$ cat src/rtl/frame_delta_skip_copy_encoder_macros.svh
// Assertion macros used by the encoder's datapath RTL file.
`ifndef FRAME_DELTA_SKIP_COPY_ENCODER_MACROS_SVH
`define FRAME_DELTA_SKIP_COPY_ENCODER_MACROS_SVH

`ifndef ASSERT_OFF
`define FDSC_ASSERT_IMPLY(lbl, clk, rst, ante, cons) \
   lbl: assert property (@(posedge clk) disable iff (rst) (ante) |-> (cons)) \
      else $error("same-cycle check failed");
`define FDSC_ASSERT_NEXT(lbl, clk, rst, ante, cons) \
   lbl: assert property (@(posedge clk) disable iff (rst) (ante) |=> (cons)) \
      else $error("next-cycle check failed");
`else
`define FDSC_ASSERT_IMPLY(lbl, clk, rst, ante, cons)
`define FDSC_ASSERT_NEXT(lbl, clk, rst, ante, cons)
`endif

`endif

$ cat src/rtl/fdsc_pkg.sv
package fdsc_pkg;

   localparam int unsigned RUN_W   = 15;
   localparam int unsigned PIXEL_W = 24;
   localparam logic [RUN_W-1:0] SKIP_LIMIT = 15'h7fff;

   typedef enum logic [1:0] {
      KIND_SKIP  = 2'd0,
      KIND_COPY  = 2'd1,
      KIND_LIT   = 2'd2,
      KIND_COUNT = 2'd3
   } item_kind_type;

   typedef enum logic [2:0] {
      ST_IDLE,
      ST_EVAL,
      ST_TOKEN,
      ST_READ,
      ST_LITERAL,
      ST_COUNT
   } state_type;

   typedef struct packed {
      logic capture;
      logic append;
      logic close;
      logic load_token;
      logic load_literal;
      logic load_count;
      logic read;
      logic last_of_run;
   } cmd_type;

   typedef struct packed {
      logic need_close;
      logic run_copy;
      logic lit_last;
      logic out_free;
      logic last_item;
   } status_type;

   function automatic logic [PIXEL_W-1:0] to_xrgb(input logic [31:0] raw,
                                                  input logic rgb565);
      logic [4:0] r;
      logic [5:0] g;
      logic [4:0] b;
      r = raw[15:11];
      g = raw[10:5];
      b = raw[4:0];
      if (rgb565) begin
         to_xrgb = {r, r[4:2], g, g[5:4], b, b[4:2]};
      end else begin
         to_xrgb = raw[PIXEL_W-1:0];
      end
   endfunction

endpackage

$ cat src/rtl/fdsc_ctrl.sv
module fdsc_ctrl (
   input  logic                clock,
   input  logic                reset,
   input  logic                req_valid,
   output logic                req_stall,
   input  fdsc_pkg::status_type status,
   output fdsc_pkg::cmd_type    cmd
);

   fdsc_pkg::state_type state_ff, state_in;
   logic                final_ff, final_in;

   always_ff @(posedge clock) begin
      if (reset) begin
         state_ff <= fdsc_pkg::ST_IDLE;
         final_ff <= 1'b0;
      end else begin
         state_ff <= state_in;
         final_ff <= final_in;
      end
   end

   assign req_stall = (state_ff != fdsc_pkg::ST_IDLE);

   always_comb begin
      logic end_run;
      end_run  = 1'b0;
      state_in = state_ff;
      final_in = final_ff;
      cmd      = '0;
      case (state_ff)
         fdsc_pkg::ST_IDLE: begin
            if (req_valid) begin
               cmd.capture = 1'b1;
               state_in    = fdsc_pkg::ST_EVAL;
            end
         end
         fdsc_pkg::ST_EVAL: begin
            if (status.need_close) begin
               final_in = 1'b0;
               state_in = fdsc_pkg::ST_TOKEN;
            end else begin
               cmd.append = 1'b1;
               if (status.last_item) begin
                  final_in = 1'b1;
                  state_in = fdsc_pkg::ST_TOKEN;
               end else begin
                  state_in = fdsc_pkg::ST_IDLE;
               end
            end
         end
         fdsc_pkg::ST_TOKEN: begin
            if (status.out_free) begin
               cmd.load_token = 1'b1;
               if (status.run_copy) begin
                  state_in = fdsc_pkg::ST_READ;
               end else begin
                  end_run = 1'b1;
               end
            end
         end
         fdsc_pkg::ST_READ: begin
            cmd.read = 1'b1;
            state_in = fdsc_pkg::ST_LITERAL;
         end
         fdsc_pkg::ST_LITERAL: begin
            if (status.out_free) begin
               cmd.load_literal = 1'b1;
               if (status.lit_last) begin
                  end_run = 1'b1;
               end else begin
                  state_in = fdsc_pkg::ST_READ;
               end
            end
         end
         fdsc_pkg::ST_COUNT: begin
            if (status.out_free) begin
               cmd.load_count  = 1'b1;
               cmd.last_of_run = 1'b1;
               state_in        = fdsc_pkg::ST_IDLE;
            end
         end
         default: begin
            state_in = fdsc_pkg::ST_IDLE;
         end
      endcase

      if (end_run) begin
         cmd.close = 1'b1;
         if (final_ff) begin
            state_in = fdsc_pkg::ST_COUNT;
         end else begin
            cmd.append      = 1'b1;
            cmd.last_of_run = !status.last_item;
            if (status.last_item) begin
               final_in = 1'b1;
               state_in = fdsc_pkg::ST_TOKEN;
            end else begin
               state_in = fdsc_pkg::ST_IDLE;
            end
         end
      end
   end

endmodule

$ cat src/rtl/fdsc_datapath.sv
`include "frame_delta_skip_copy_encoder_macros.svh"

module fdsc_datapath #(
   parameter int unsigned MAX_COPY_RUN = 32
) (
   input  logic                   clock,
   input  logic                   reset,
   input  logic                   csr_valid,
   input  logic                   csr_source_is_rgb565,
   input  logic [31:0]            req_current_raw,
   input  logic [23:0]            req_previous_pixel,
   input  logic                   req_last_in_frame,
   input  logic                   rsp_stall,
   output logic                   rsp_valid,
   output logic [1:0]             rsp_item_kind,
   output logic [31:0]            rsp_item_value,
   output logic                   rsp_last_of_run,
   input  fdsc_pkg::cmd_type      cmd,
   output fdsc_pkg::status_type   status
);

   localparam int unsigned DEPTH = MAX_COPY_RUN;
   localparam int unsigned IDX_W = (DEPTH > 1) ? $clog2(DEPTH) : 1;
   localparam logic [fdsc_pkg::RUN_W-1:0] MAX_RUN_LEN = fdsc_pkg::RUN_W'(MAX_COPY_RUN);

   logic                              rgb565_ff;
   logic [fdsc_pkg::PIXEL_W-1:0]      px_ff;
   logic                              copy_ff;
   logic                              last_ff;

   logic                              open_ff, open_in;
   logic                              run_copy_ff, run_copy_in;
   logic [fdsc_pkg::RUN_W-1:0]        len_ff, len_in;
   logic [31:0]                       count_ff, count_in;
   logic [IDX_W-1:0]                  rd_idx_ff, rd_idx_in;
   logic [IDX_W-1:0]                  wr_addr;
   logic [fdsc_pkg::RUN_W-1:0]        limit;
   logic [fdsc_pkg::PIXEL_W-1:0]      lit_mem [DEPTH];
   logic [fdsc_pkg::PIXEL_W-1:0]      rd_data_ff;

   logic                              out_valid_ff;
   fdsc_pkg::item_kind_type           out_kind_ff;
   logic [31:0]                       out_value_ff;
   logic                              out_last_ff;
   logic [fdsc_pkg::PIXEL_W-1:0]      px_in;

   assign px_in = fdsc_pkg::to_xrgb(req_current_raw, rgb565_ff);

   always_ff @(posedge clock) begin
      if (reset) begin
         rgb565_ff <= 1'b0;
      end else if (csr_valid) begin
         rgb565_ff <= csr_source_is_rgb565;
      end
   end

   always_ff @(posedge clock) begin
      if (cmd.capture) begin
         px_ff   <= px_in;
         copy_ff <= (px_in != req_previous_pixel);
         last_ff <= req_last_in_frame;
      end
   end

   assign limit   = copy_ff ? MAX_RUN_LEN : fdsc_pkg::SKIP_LIMIT;
   assign wr_addr = cmd.close ? '0 : len_ff[IDX_W-1:0];

   always_comb begin
      open_in     = open_ff;
      run_copy_in = run_copy_ff;
      len_in      = len_ff;
      count_in    = count_ff;
      rd_idx_in   = rd_idx_ff;
      if (cmd.close) begin
         open_in   = 1'b0;
         len_in    = '0;
         rd_idx_in = '0;
         if (run_copy_ff) begin
            count_in = count_ff + 32'd2 + {15'd0, len_ff, 2'b00};
         end else begin
            count_in = count_ff + 32'd2;
         end
      end else if (cmd.load_literal) begin
         rd_idx_in = rd_idx_ff + IDX_W'(1);
      end
      if (cmd.append) begin
         open_in     = 1'b1;
         run_copy_in = copy_ff;
         len_in      = cmd.close ? fdsc_pkg::RUN_W'(1) : len_ff + fdsc_pkg::RUN_W'(1);
      end
      if (cmd.load_count) begin
         count_in = '0;
      end
   end

   always_ff @(posedge clock) begin
      if (reset) begin
         open_ff     <= 1'b0;
         run_copy_ff <= 1'b0;
         len_ff      <= '0;
         count_ff    <= '0;
         rd_idx_ff   <= '0;
      end else begin
         open_ff     <= open_in;
         run_copy_ff <= run_copy_in;
         len_ff      <= len_in;
         count_ff    <= count_in;
         rd_idx_ff   <= rd_idx_in;
      end
   end

   always_ff @(posedge clock) begin
      if (cmd.append && copy_ff) begin
         lit_mem[wr_addr] <= px_ff;
      end
      if (cmd.read) begin
         rd_data_ff <= lit_mem[rd_idx_ff];
      end
   end

   always_ff @(posedge clock) begin
      if (reset) begin
         out_valid_ff <= 1'b0;
      end else if (cmd.load_token || cmd.load_literal || cmd.load_count) begin
         out_valid_ff <= 1'b1;
      end else if (!rsp_stall) begin
         out_valid_ff <= 1'b0;
      end
   end

   always_ff @(posedge clock) begin
      if (cmd.load_token) begin
         out_kind_ff  <= run_copy_ff ? fdsc_pkg::KIND_COPY : fdsc_pkg::KIND_SKIP;
         out_value_ff <= {16'h0000, run_copy_ff, len_ff};
         out_last_ff  <= cmd.last_of_run;
      end else if (cmd.load_literal) begin
         out_kind_ff  <= fdsc_pkg::KIND_LIT;
         out_value_ff <= {8'h00, rd_data_ff};
         out_last_ff  <= cmd.last_of_run;
      end else if (cmd.load_count) begin
         out_kind_ff  <= fdsc_pkg::KIND_COUNT;
         out_value_ff <= count_ff;
         out_last_ff  <= cmd.last_of_run;
      end
   end

   assign rsp_valid       = out_valid_ff;
   assign rsp_item_kind   = out_kind_ff;
   assign rsp_item_value  = out_value_ff;
   assign rsp_last_of_run = out_last_ff;

   assign status.need_close = open_ff && ((run_copy_ff != copy_ff) || (len_ff >= limit));
   assign status.run_copy   = run_copy_ff;
   assign status.lit_last   = ((fdsc_pkg::RUN_W'(rd_idx_ff) + fdsc_pkg::RUN_W'(1)) == len_ff);
   assign status.out_free   = !out_valid_ff || !rsp_stall;
   assign status.last_item  = last_ff;

   `FDSC_ASSERT_IMPLY(a_copy_len_bound, clock, reset, open_ff && run_copy_ff, len_ff <= MAX_RUN_LEN)
   `FDSC_ASSERT_IMPLY(a_load_when_free, clock, reset, cmd.load_token || cmd.load_literal || cmd.load_count, status.out_free)
   `FDSC_ASSERT_IMPLY(a_read_in_copy, clock, reset, cmd.read, open_ff && run_copy_ff)
   `FDSC_ASSERT_NEXT(a_count_cleared, clock, reset, cmd.load_count, count_ff == 32'd0)

endmodule

$ cat src/rtl/frame_delta_skip_copy_encoder.sv
// Frame delta encoder: compares each source pixel with the previous frame's
// pixel and emits SKIP/COPY run tokens, the COPY literals and, at frame end,
// the frame's op byte count.
// req_ channel: one pixel per transfer (req_valid high, req_stall low).
// rsp_ channel: one token, literal or count per transfer; rsp_last_of_run
// marks the last result caused by an input pixel.
// csr_ channel: writes source_is_rgb565; always ready, write only while idle.
// A pixel that extends the open run is accepted, then the open run is updated.
// Closing a run loads the token and then each literal in turn, since each
// literal is a registered read of the literal memory followed by the
// load of the output register; frame end then adds the count.
// Results leave through one output register; the first result of a pixel
// is loaded after the evaluate and token states, once that register is free.
// A stalled output register holds its result and pauses the controller;
// req_stall stays high until all results of the pixel are loaded.
// Reset (synchronous, active high) closes any run, clears the byte count
// and the output; the literal memory is not cleared.
module frame_delta_skip_copy_encoder #(
   parameter int unsigned MAX_COPY_RUN = 32
) (
   input  logic        clock,
   input  logic        reset,
   input  logic        csr_valid,
   output logic        csr_ready,
   input  logic        csr_source_is_rgb565,
   input  logic        req_valid,
   output logic        req_stall,
   input  logic [31:0] req_current_raw,
   input  logic [23:0] req_previous_pixel,
   input  logic        req_last_in_frame,
   output logic        rsp_valid,
   input  logic        rsp_stall,
   output logic [1:0]  rsp_item_kind,
   output logic [31:0] rsp_item_value,
   output logic        rsp_last_of_run
);

   fdsc_pkg::cmd_type    cmd;
   fdsc_pkg::status_type status;

   assign csr_ready = 1'b1;

   fdsc_ctrl u_ctrl (
      .clock     (clock),
      .reset     (reset),
      .req_valid (req_valid),
      .req_stall (req_stall),
      .status    (status),
      .cmd       (cmd)
   );

   fdsc_datapath #(
      .MAX_COPY_RUN (MAX_COPY_RUN)
   ) u_datapath (
      .clock                (clock),
      .reset                (reset),
      .csr_valid            (csr_valid),
      .csr_source_is_rgb565 (csr_source_is_rgb565),
      .req_current_raw      (req_current_raw),
      .req_previous_pixel   (req_previous_pixel),
      .req_last_in_frame    (req_last_in_frame),
      .rsp_stall            (rsp_stall),
      .rsp_valid            (rsp_valid),
      .rsp_item_kind        (rsp_item_kind),
      .rsp_item_value       (rsp_item_value),
      .rsp_last_of_run      (rsp_last_of_run),
      .cmd                  (cmd),
      .status               (status)
   );

endmodule

$ cat config.mk
export PLATFORM = sky130hd
export DESIGN_NAME = frame_delta_skip_copy_encoder
export DESIGN_NICKNAME = d
export VERILOG_FILES = /design/src/rtl/fdsc_pkg.sv /design/src/rtl/fdsc_ctrl.sv /design/src/rtl/fdsc_datapath.sv /design/src/rtl/frame_delta_skip_copy_encoder.sv
export VERILOG_INCLUDE_DIRS = /design/src /design/src/rtl
export SDC_FILE = /design/constraint.sdc
export NUM_CORES = 1
export LEC_CHECK = 0
export ABC_AREA = 0
export ABC_CLOCK_PERIOD_IN_PS = 7820
export BUFFER_PORTS_ARGS = -buffer_cell sky130_fd_sc_hd__buf_2
export CAP_MARGIN = 20
export CORE_UTILIZATION = 30
export CTS_CLUSTER_DIAMETER = 30
export DETAILED_ROUTE_END_ITERATION = 8
export PLACE_DENSITY = 0.53
export SLEW_MARGIN = 20
export SYNTH_ARGS = -nofsm -noshare
export SYNTH_HDL_FRONTEND = slang
export SYNTH_HIERARCHICAL = 1
export SYNTH_SLANG_ARGS = --single-unit
$ cat constraint.sdc
create_clock -name clock -period 7.82 [get_ports clock]
set_clock_uncertainty 0.05 [all_clocks]
set_input_delay 0.782 -clock clock [delete_from_list [all_inputs] [get_ports clock]]
set_output_delay 0.782 -clock clock [all_outputs]
set_load 0.02 [all_outputs]
---- Yosys cells after proc, flatten, opt, wreduce, memory -nomap -nowiden ----
Memory sizes are Yosys's and may differ from the RTL's. A register that Yosys moved wholly into a read port is not among the register bits.
Cells that the tools add are included.
storage, ports and cells
  memories kept ........................... 1
  bits of input ports ..................... 63
  word-level logic and storage cells ...... 115
  output and inout port bits .............. 38
  memory bits (read-only) ................. 0
  flip-flop bits (word level) ............. 121
  latch bits .............................. 0
  memory bits (writable) .................. 768
operators by class
  add/sub/neg operators ................... 5
  muxes and demuxes ....................... 58
  multipliers ............................. 0
  bitwise logic cells ..................... 0
  shift-type cells ........................ 0
  reductions and logical operators ........ 18
  $lt $le $gt $ge ......................... 1
  equality and inequality tests ........... 15
  divide/modulo/power cells ............... 0
memory list
  name                depth  bits a word  rd ports  clocked after memory_dff  write ports  line                 text
  u_datapath.lit_mem  32     24           1         1                         1            fdsc_datapath.sv:38  logic [fdsc_pkg::PIXEL_W-1:0] lit_mem [DEPTH];
operator list
  kind                   number
  $mux 24                3
  $mux 15                4
  $add 32x17->32         1
  $add 32x2->32 const B  1
  $mux 1                 32
  $mux 32                1
  $mux 3                 9
  $ne 24x24->1           1
  $pmux 3 s6             1
  $mux 16                1
  $add 15x1->15 const B  1
  $eq 15x15->1           1
  $ge 15x15->1           1
  $ne 3x2->1 const B     5
  $mux 2                 5
  $add 5x1->6 const B    1
  $eq 3x2->1 const B     2
  $eq 3x3->1 const B     2
  $reduce_and 6->1       1
  $reduce_bool 3->1      2
  $reduce_or 2->1        3
  $add 5x1->5 const B    1
  $mux 5                 1
  $logic_or 1x1->1       4
  9 further kinds        13

---- Logic depth before layout (Yosys ltp) ----
Gate-level depths: netlist of run 1.
  depth after elaboration ................. 11
  depth in mapped cells ................... 19
  gate-level depth less buffers ........... 17

---- Modules after synthesis ----
The synthesis of run 1 kept the hierarchy.
by module, submodules not included
  module                         seq. area each (sq um)  cells each  area an instance (sq um)  instances
  fdsc_datapath                  26555.5                 2038        37524.7                   1
  fdsc_ctrl                      80.1                    53          380.4                     1
  frame_delta_skip_copy_encoder  0.0                     2           11.3                      1

---- Least setup slack after synthesis of run 1 ----
Ideal clock, no wire load.
  path kind ............................... flip-flop to flip-flop
  start point ............................. register u_datapath.rd_idx_ff[0]
  end point ............................... memory u_datapath/lit_mem[25][0] in the netlist's numbering, enable pin
  data arrival time ....................... 4.560 ns
  period minus slack after synthesis ...... 5.015 ns
  library setup time ...................... 0.405 ns
  setup slack ............................. 2.805 ns
  data required time ...................... 7.365 ns
  stages on the path, launching flop included .. 16
  path buffers ............................ 5
  cell sequence ........................... dfxtp_1 clkbuf_1 buf_2 buf_2 xnor2_1 nor4_1 nand4_1 nor4_1 nand3b_1 a211o_1 o22ai_1 clkbuf_1 nand2_1 or4_1 clkbuf_1 nor2_1
RTL lines
  item                    line                  text
  start, declared         fdsc_datapath.sv:35   logic [IDX_W-1:0] rd_idx_ff, rd_idx_in;
  start signal, assigned  fdsc_datapath.sv:108  rd_idx_ff <= rd_idx_in;
  end, declared           fdsc_datapath.sv:38

==> results of run 1 <==
-- synthesized netlist by cell type (32+ instances only) --
cell type | count | area share
inv_1 | 42 | 0.0042
dfxtp_1 | 75 | 0.040
nand2_1 | 83 | 0.0082
xnor2_1 | 42 | 0.0097
nor2_1 | 147 | 0.015
o21ai_0 | 65 | 0.0086
clkbuf_1 | 76 | 0.0075
a21oi_1 | 52 | 0.0069
mux4_2 | 240 | 0.14
xor2_1 | 43 | 0.0099
mux2i_1 | 39 | 0.010
mux2_2 | 32 | 0.0095
edfxtp_1 | 837 | 0.66
ha_1 | 34 | 0.011
-- registers in the layout, indices dropped and copies added (netlist names) --
register                    cells
u_datapath/open_ff              1
u_ctrl/state_ff                 3
u_datapath/rgb565_ff            1
u_datapath/px_ff               24
u_ctrl/final_ff                 1
u_datapath/copy_ff              1
u_datapath/run_copy_ff          1
u_datapath/count_ff            31
u_datapath/rsp_last_of_run      1
u_datapath/rd_data_ff          24
u_datapath/rsp_item_value      32
u_datapath/len_ff              15
u_datapath/rsp_item_kind        2
u_datapath/last_ff              1
u_datapath/lit_mem            768
u_datapath/rsp_valid            1
u_datapath/rd_idx_ff            5
-- layout make-up --
type | count | area (sq um) | area share
diodes | 1 | 2.50 | 0.0000539
clock buffers | 173 | 4190 | 0.0902
clock inverters | 123 | 1470 | 0.0316
inverters | 43 | 161 | 0.00347
multi-input cells | 1020 | 10800 | 0.233
flip-flops and latches | 912 | 26600 | 0.574
well taps | 1650 | 2060 | 0.0444
repair buffers | 134 | 1120 | 0.0240
-- cells in the final DEF, fill, tap and decap left out, types with 14 or more instances in the layout --
cell,instances
a21oi_1,52
buf_4,14
clkbuf_16,165
nor2_4,34
nor3_1,18
edfxtp_1,837
buf_2,91
clkinv_1,15
nand3_1,28
clkinvlp_4,22
dfxtp_1,71
nor2_1,112
xor2_1,43
mux2i_1,39
nor4_1,14
mux4_2,240
bufinv_16,21
inv_1,42
a31oi_1,15
o21ai_0,65
mux2_2,32
clkinv_2,30
nand4_1,17
nand2_1,83
xnor2_1,42
ha_1,34
-- routing by layer --
layer / part of all wire / vias up
li1: - / 8832
met1: 0.45 / 10692
met2: 0.47 / 619
met3: 0.055 / 135
met4: 0.021 / 0
met5: 0 / -
-- per-stage QoR --
step                std cells  setup slack (ns)  power (uW)
floorplan                2093              2.81        7030
global placement         3732              1.97        7660
detailed placement       3735              1.85        7710
CTS                      4031              1.82       14900
global route             4055              1.83       15300
finish                   4056              2.10       14800
-- power by group through the flow --
stage / clock [uW] / combinational, uW / sequential (uW)
after floorplan: 0 / 889 / 6150
after global placement: 0 / 1420 / 6240
after detailed placement: 0 / 1430 / 6270
after CTS: 7250 / 1440 / 6180
after global routing: 7470 / 1660 / 6130
final: 7120 / 1550 / 6090
-- worst paths after layout --
kind | from | endpoint | cells past startpoint
worst min-delay path | csr_source_is_rgb565 | u_datapath/rgb565_ff | 3
worst max register to register | u_datapath/rd_idx_ff[0] | u_datapath/lit_mem[17][5] | 13
worst max-delay path | u_datapath/rd_idx_ff[0] | u_datapath/lit_mem[17][5] | 13
worst min register to register | u_datapath/run_copy_ff | u_datapath/run_copy_ff | 2
-- logic make-up after synthesis --
| logic type | Yosys count | synth area share |
|---|---|---|
| AND/OR/NAND/NOR | 385 | 0.0504 |
| XOR/XNOR | 85 | 0.0196 |
| other | 1 | 0.0000989 |
| AO/OA/AOI/OAI | 203 | 0.0338 |
| multiplexers | 311 | 0.162 |
| buffers and inverters | 161 | 0.0195 |
| flip-flops | 912 | 0.702 |
| adder cells (fa/ha/maj) | 35 | 0.0117 |
-- critical path, cell delays in order (launching register included) --
cell and delay (ns):
dfxtp_4 0.82, ha_1 0.33, nand2_1 0.11, o211a_1 0.23
nor3_1 0.18, a21oi_1 0.07, nor4_1 0.57, nand3b_1 0.17
a211o_1 0.39, o22ai_1 0.19, buf_4 0.22, nand2_1 0.11
or4_1 0.86, nor2_4 1.02
==> impl_metrics.json, run 1 <==
{
  "maxSlewHeadroom": 0.234,
  "cts_setup_buffers": 0,
  "end_kind": "flop",
  "syn_to_final_growth_pct": 22.5,
  "firstDrtPassIters": 5,
  "gp_congestion": 0.853,
  "use_met2": 0.232,
  "synth-edff-count": 837,
  "tritoncts": "yes",
  "antenna_found_initial": 5,
  "maxCapViolCount": 0,
  "dpl_cell_area_sq_mm": 0.0404,
  "layout-drive-gt1-share": 0.314,
  "die_x_microns": 358,
  "ir_drop_mv": 0.172,
  "die_h_microns": 358,
  "p_sw_frac": 0.255,
  "min_period_ns": 5.72,
  "final_util": 0.370,
  "whs_ns": 0.248,
  "syn_inst": 2093,
  "required_ns": 8.11,
  "leakage_uw": 0.0147,
  "drc_errors": 0,
  "cts_root_buf": "clkbuf_16",
  "grt_pass1_wl_microns": 137000,
  "ys_warn_count": 6,
  "outcome": "finished clean",
  "grt_max_degree": 153,
  "cts_buffer_depth": 3,
  "vias_per_cell": 5.00,
  "clock-sinks": 912,
  "holdBufCountCts": 0,
  "drtIter0Drc": 1818,
  "seq_power_share": 0.413,
  "clock_power_share": 0.482,
  "tightest_slew_ns": 1.15,
  "met3_usage": 0.0292,
  "p_sw_uw": 3770,
  "grt.busiest_layer": "met2",
  "cp.arrival_ns": 6.00,
  "hold_path_class": "input pin to flop",
  "ys_types": 85,
  "power-per-cell-area_mw_per_mm2": 318,
  "ant_nets": 0,
  "crit_type": "flop to flop",
  "grt.overflow.total": 0,
  "cts_buffers": 160,
  "crit_fanout": 37,
  "initial_core_util": 0.302,
  "syn_nets": 2191,
  "setup_viol": 0,
  "clock.fmax_ghz": 0.175,
  "synth_seq_area_share": 0.702,
  "io_buffer_count": 91,
  "nFillCells": 11501,
  "dieArea_sq_mm": 0.128,
  "wl_microns": 93700,
  "finalCritPeriodShare": 0.731,
  "core_area_sq_mm": 0.126,
  "setup-tns-final_ns": 0,
  "num_vias": 20278,
  "first_global_vias": 20773,
  "syn_area_sq_mm": 0.0379,
  "stdcell_area_sq_mm": 0.0465,
  "num_io_pins": 101,
  "r2r_setup_slack_ns": 2.10,
  "syn_area_per_cell_sq_um": 18.1,
  "grt_usage": 0.147,
  "synth_ff_type": "edfxtp_1",
  "htreeDepth": 4,
  "cts.clk_slew.worst_paths_ns": 0.05,
  "nets": 2369,
  "finalHoldViolCount": 0,
  "drt-wirelength-per-cell_microns": 23.1,
  "start_kind": "flop",
  "drv_slew": 0,
  "synth_seq_cells": 912,
  "ctsResizeCount": 0,
  "rsz0062_at_grt": "no",
  "async_flop_share": 0,
  "pwr-share-comb": 0.105,
  "grtUsageMet1": 0.202,
  "clk_latency_ns": 0.73,
  "internal-power_uw": 11000,
  "std_cell_rows": 130,
  "hpwl_microns": 54000
}
Note: power is estimated with default switching activity, not from simulation.
==> run 2: changes to the inputs <==
ABC_CLOCK_PERIOD_IN_PS = 5700   (was 7820)
clock period = 5.7 ns   (was 7.82 ns; I/O delays follow)
==> run 2 against run 1 <==
Register-to-register slack worse by 1.3 ns. Via count is 0.31% higher. Count of clock-buffer cells in the layout is 17 higher. Non-clock buffer count is 29 higher. Cell count is 0.94% higher. Worst hold slack worse by 0.19 ns. Die area stayed put.
==> impl_metrics.json, run 2 (synthesis results as in run 1) <==
{
  "setup_viol": 0,
  "p_sw_uw": 5090,
  "gp_congestion": 0.871,
  "core_area_sq_mm": 0.126,
  "tightest_slew_ns": 1.14,
  "outcome": "finished clean",
  "syn_to_final_growth_pct": 23.2,
  "leakage_uw": 0.0148,
  "firstDrtPassIters": 5,
  "ir_drop_mv": 0.255,
  "nets": 2402,
  "cts.clk_slew.worst_paths_ns": 0.05,
  "cts_root_buf": "clkbuf_16",
  "power-per-cell-area_mw_per_mm2": 438,
  "die_x_microns": 358,
  "std_cell_rows": 130,
  "rsz0062_at_grt": "no",
  "start_kind": "flop",
  "clock.fmax_ghz": 0.204,
  "ctsResizeCount": 0,
  "maxSlewHeadroom": 0.241,
  "first_global_vias": 20965,
  "drc_errors": 0,
  "wl_microns": 93100,
  "min_period_ns": 4.91,
  "grt_pass1_wl_microns": 137000,
  "initial_core_util": 0.302,
  "io_buffer_count": 91,
  "required_ns": 6.08,
  "hold_start": "csr_valid",
  "final_cell_mix": "837 x edfxtp_1, 240 x mux4_2, 165 x clkbuf_16",
  "setup-tns-final_ns": 0,
  "htreeDepth": 4,
  "grt_usage": 0.146,
  "nFillCells": 11496,
  "startpoint": "u_datapath/copy_ff",
  "drt-wirelength-per-cell_microns": 22.7,
  "largest_reg_flops": 768,
  "stdcell_area_sq_mm": 0.0467,
  "crit_fanout": 16,
  "antenna_found_initial": 5,
  "seq_power_share": 0.407,
  "internal-power_uw": 15400,
  "dpl_cell_area_sq_mm": 0.0407,
  "grt.overflow.total": 0,
  "die_h_microns": 358,
  "grt_max_degree": 99,
  "p_sw_frac": 0.249,
  "end_kind": "flop",
  "pwr-share-comb": 0.109,
  "clk_latency_ns": 0.74,
  "final_common_cell": "edfxtp_1",
  "maxCapViolCount": 0,
  "ant_nets": 0,
  "drv_slew": 0,
  "dieArea_sq_mm": 0.128,
  "clock-sinks": 912,
  "drtIter0Drc": 1619,
  "num_io_pins": 101,
  "crit_type": "flop to flop",
  "cts_buffer_depth": 3,
  "finalHoldViolCount": 0,
  "regMostFlops": "u_datapath/lit_mem",
  "cp.arrival_ns": 5.29,
  "clock_power_share": 0.484,
  "num_vias": 20340,
  "r2r_setup_slack_ns": 0.79,
  "layout-drive-gt1-share": 0.312,
  "hpwl_microns": 55200,
  "finalCritPeriodShare": 0.861,
  "hold_path_class": "input pin to flop",
  "reg2reg_from": "u_datapath/copy_ff",
  "vias_per_cell": 4.97,
  "tritoncts": "yes",
  "cts_buffers": 164
}
## run 2: cell count changes in the layout (fill, tap and decap cells not counted), moves of 7 or more
cell and delta:
buf_4 +31, clkbuf_1 +19, clkinv_1 +11, clkinv_2 -10, inv_6 -7
## run 2: path summary, 6_finish.rpt
kind                              endpoint  cells past startpoint
max             u_datapath/lit_mem[25][14]                     15
min                   u_datapath/rgb565_ff                      3
max reg2reg     u_datapath/lit_mem[25][14]                     15
min reg2reg  u_datapath/rsp_item_value[24]                      2
## run 2: metal layers
metal  vias up  routed length [microns]  GRT usage
met1     10585                    41300      0.200
met4         0                     2030     0.0502
met5         -                        0          0
met2       674                    44100      0.231
li1       8926                        -          -
met3       155                     5720     0.0306
## run 2: power by group through the flow
stage | clock (uW) | combinational (uW) | sequential, uW
floorplan | 0 | 1220 | 8430
global placement | 0 | 2010 | 8540
detailed placement | 0 | 2030 | 8590
CTS | 10100 | 2040 | 8470
global route | 10400 | 2410 | 8370
finish | 9890 | 2240 | 8320
## run 2: what timing repair did
action	4_1_cts	5_1_grt
buffers inserted	0	0
endpoints found under the hold margin	1	0
hold buffers	1	0
## run 2: critical path, cell delays in order (launching register included)
cell and delay [ns]:
edfxtp_1 0.72, inv_1 0.14, ha_1 0.32, nand2b_1 0.14, a21o_1 0.18, a21o_1 0.17
a21o_1 0.18, a21oi_1 0.13, o211ai_1 0.10, a211oi_1 0.27, nor3b_1 0.12, o22ai_1 0.19
nand2_1 0.13, or4_1 0.87, nor2_4 0.64, buf_12 0.25
## run 2: area by class of cell
class / instances / area (sq um) / share of cell area
Clock buffer: 190 / 4230 / 0.0906
Sequential cell: 912 / 26600 / 0.571
Antenna cell: 2 / 5.00 / 0.000107
Timing Repair Buffer: 163 / 1270 / 0.0272
Tap cell: 1650 / 2060 / 0.0442
Clock inverter: 114 / 1520 / 0.0325
Inverter: 43 / 161 / 0.00346
Multi-Input combinational cell: 1020 / 10800 / 0.231
## run 2: through the flow
step           hold slack, ns  std cells  setup slack [ns]  utilization  total power, uW
2_1_floorplan           0.402       2093             0.685            -             9650
3_3_place_gp            0.414       3771             0.804        0.324            10600
3_5_place_dp            0.418       3771             0.782        0.324            10600
4_1_cts               0.00864       4076             0.764        0.370            20600
5_1_grt                0.0408       4092             0.478        0.372            21200
6_report               0.0609       4094             0.790        0.372            20500
==> run 3: changes to the inputs <==
ABC_CLOCK_PERIOD_IN_PS = 5400   (was 5700)
clock period = 5.4 ns   (was 5.7 ns; I/O delays follow)
==> run 3 against run 2 <==
First-iteration DRC count is 7.1% higher. Cell area is 0.51% higher. Combinational power increased by 2%. Critical path type unchanged. Non-clock buffer count increased by 4. Clock power grew 9%. Total power up 7.1%. Core utilization increased by 0.19 points. Worst hold slack better by 0.052 ns. Sequential power up 5.9%. Register-to-register slack improved by 0.30 ns. Worst setup slack improved by 0.30 ns.
==> impl_metrics.json, run 3 (synthesis results as in run 1) <==
{
  "required_ns": 5.98,
  "num_io_pins": 101,
  "hold_path_class": "input pin to flop",
  "gp_congestion": 0.861,
  "cp.arrival_ns": 4.89,
  "cts_buffer_depth": 3,
  "regMostFlops": "u_datapath/lit_mem",
  "maxCapViolCount": 0,
  "die_x_microns": 358,
  "finalNonFillerCells": 4111,
  "tritoncts": "yes",
  "num_vias": 20332,
  "nets": 2413,
  "first_global_vias": 21192,
  "cts_root_buf": "clkbuf_16",
  "start_kind": "flop",
  "reg2reg_from": "u_datapath/count_ff[3]",
  "diodes": 0,
  "power-per-cell-area_mw_per_mm2": 467,
  "cts_buffers": 171,
  "cts.clk_slew.worst_paths_ns": 0.05,
  "layout-drive-gt1-share": 0.325,
  "io_buffer_count": 91,
  "fin_ws_ns": 1.09,
  "drtIter0Drc": 1734,
  "min_period_ns": 4.31,
  "firstDrtPassIters": 5,
  "htreeDepth": 4,
  "end_kind": "flop",
  "grt.overflow.total": 0,
  "tightest_slew_ns": 1.13,
  "final_common_cell": "edfxtp_1",
  "ant_nets": 0,
  "preCtsSetupSlack_ns": 1.07,
  "finalCritPeriodShare": 0.798,
  "final_cell_mix": "837 x edfxtp_1, 240 x mux4_2, 173 x clkbuf_16",
  "drc_errors": 0,
  "grt_usage": 0.146,
  "finalHoldViolCount": 0,
  "hpwl_microns": 54600,
  "setup-tns-final_ns": 0,
  "maxSlewHeadroom": 0.247,
  "clock.fmax_ghz": 0.232,
  "leakage_uw": 0.0150,
  "outcome": "finished clean",
  "core_area_sq_mm": 0.126,
  "crit_fanout": 8,
  "grt_pass1_wl_microns": 137000,
  "initial_core_util": 0.302,
  "vias_per_cell": 4.95,
  "nFillCells": 11467,
  "drv_slew": 0,
  "std_cell_rows": 130,
  "syn_to_final_growth_pct": 23.8,
  "hold_start": "req_current_raw[8]",
  "setup_viol": 0,
  "crit_type": "flop to flop",
  "clk_latency_ns": 0.75,
  "ir_drop_mv": 0.290,
  "dieArea_sq_mm": 0.128,
  "drt-wirelength-per-cell_microns": 22.5,
  "wl_microns": 92300,
  "rsz0062_at_grt": "no",
  "startpoint": "u_datapath/count_ff[3]",
  "largest_reg_flops": 768,
  "dp_cells": 3778,
  "grt_max_degree": 152,
  "antenna_found_initial": 6,
  "die_h_microns": 358,
  "clock-sinks": 912
}
run 3: cell types whose count changed in the layout (fill, tap and decap cells not counted), moves of 4 or more:
| cell | change |
|---|---|
| clkinv_1 | -8 |
| clkbuf_16 | +8 |
| bufinv_16 | -5 |
| clkbuf_1 | -14 |
| clkinv_4 | +7 |
| buf_4 | +4 |
| inv_6 | +16 |
| clkinvlp_4 | +4 |
| clkinv_2 | +6 |
run 3: layer usage:
layer / global-route usage / part of all wire / routed length [microns]
met3: 0.0318 / 0.060 / 5580
met1: 0.199 / 0.44 / 41000
met5: 0 / 0 / 0
met4: 0.0498 / 0.023 / 2170
met2: 0.229 / 0.47 / 43600
run 3: where the power goes:
| group | leakage (uW) | total, uW | internal, uW | switching (uW) |
|---|---|---|---|---|
| clock | 0.00286 | 10800 | 7020 | 3790 |
| sequential | 0.00816 | 8810 | 8420 | 386 |
| combinational | 0.00396 | 2290 | 843 | 1450 |
run 3: final timing paths:
path / endpoint / slack [ns] / cells after the start
hold / removal: u_datapath/px_ff[13] / 0.11 / 2
hold reg to reg: u_datapath/rsp_item_value[18] / 0.43 / 2
setup / recovery: u_datapath/count_ff[22] / 1.09 / 14
setup reg to reg: u_datapath/count_ff[22] / 1.09 / 14
run 3: area by class of cell:
type | instances | area, sq um | share of cell area
Sequential cell | 912 | 26600 | 0.568
Multi-Input combinational cell | 1020 | 10800 | 0.230
Clock buffer | 184 | 4380 | 0.0933
Tap cell | 1650 | 2060 | 0.0440
Clock inverter | 135 | 1600 | 0.0342
Timing Repair Buffer | 167 | 1280 | 0.0272
Inverter | 43 | 161 | 0.00344
run 3: critical path: stages, from the launching register on:
cell,delay (ns)
dfxtp_1,0.48
nand3_1,0.20
nor3_1,0.44
nand2_1,0.14
nor2_1,0.32
nand2_1,0.12
xnor2_1,0.17
ha_1,0.42
nand4_1,0.14
o21ai_0,0.19
a21oi_1,0.09
o21ai_0,0.74
a31oi_1,0.20
or3_1,0.35
a21oi_1,0.14
run 3: repair_timing:
item	4_1_cts	5_1_grt
buffers inserted	0	0
hold buffers	3	0
endpoints found under the hold margin	2	0
gates resized for setup	0	0
run 3: stage by stage:
step | instance area, sq um | power (uW) | util | hold WS, ns
CTS | 46800 | 22100 | 0.373 | 0.0735
detailed placement | 40800 | 11200 | 0.325 | 0.424
finish | 47000 | 21900 | 0.374 | 0.113
floorplan | 37900 | 10200 | - | 0.402
global placement | 40800 | 11100 | 0.325 | 0.419
global route | 47000 | 22700 | 0.374 | 0.0910
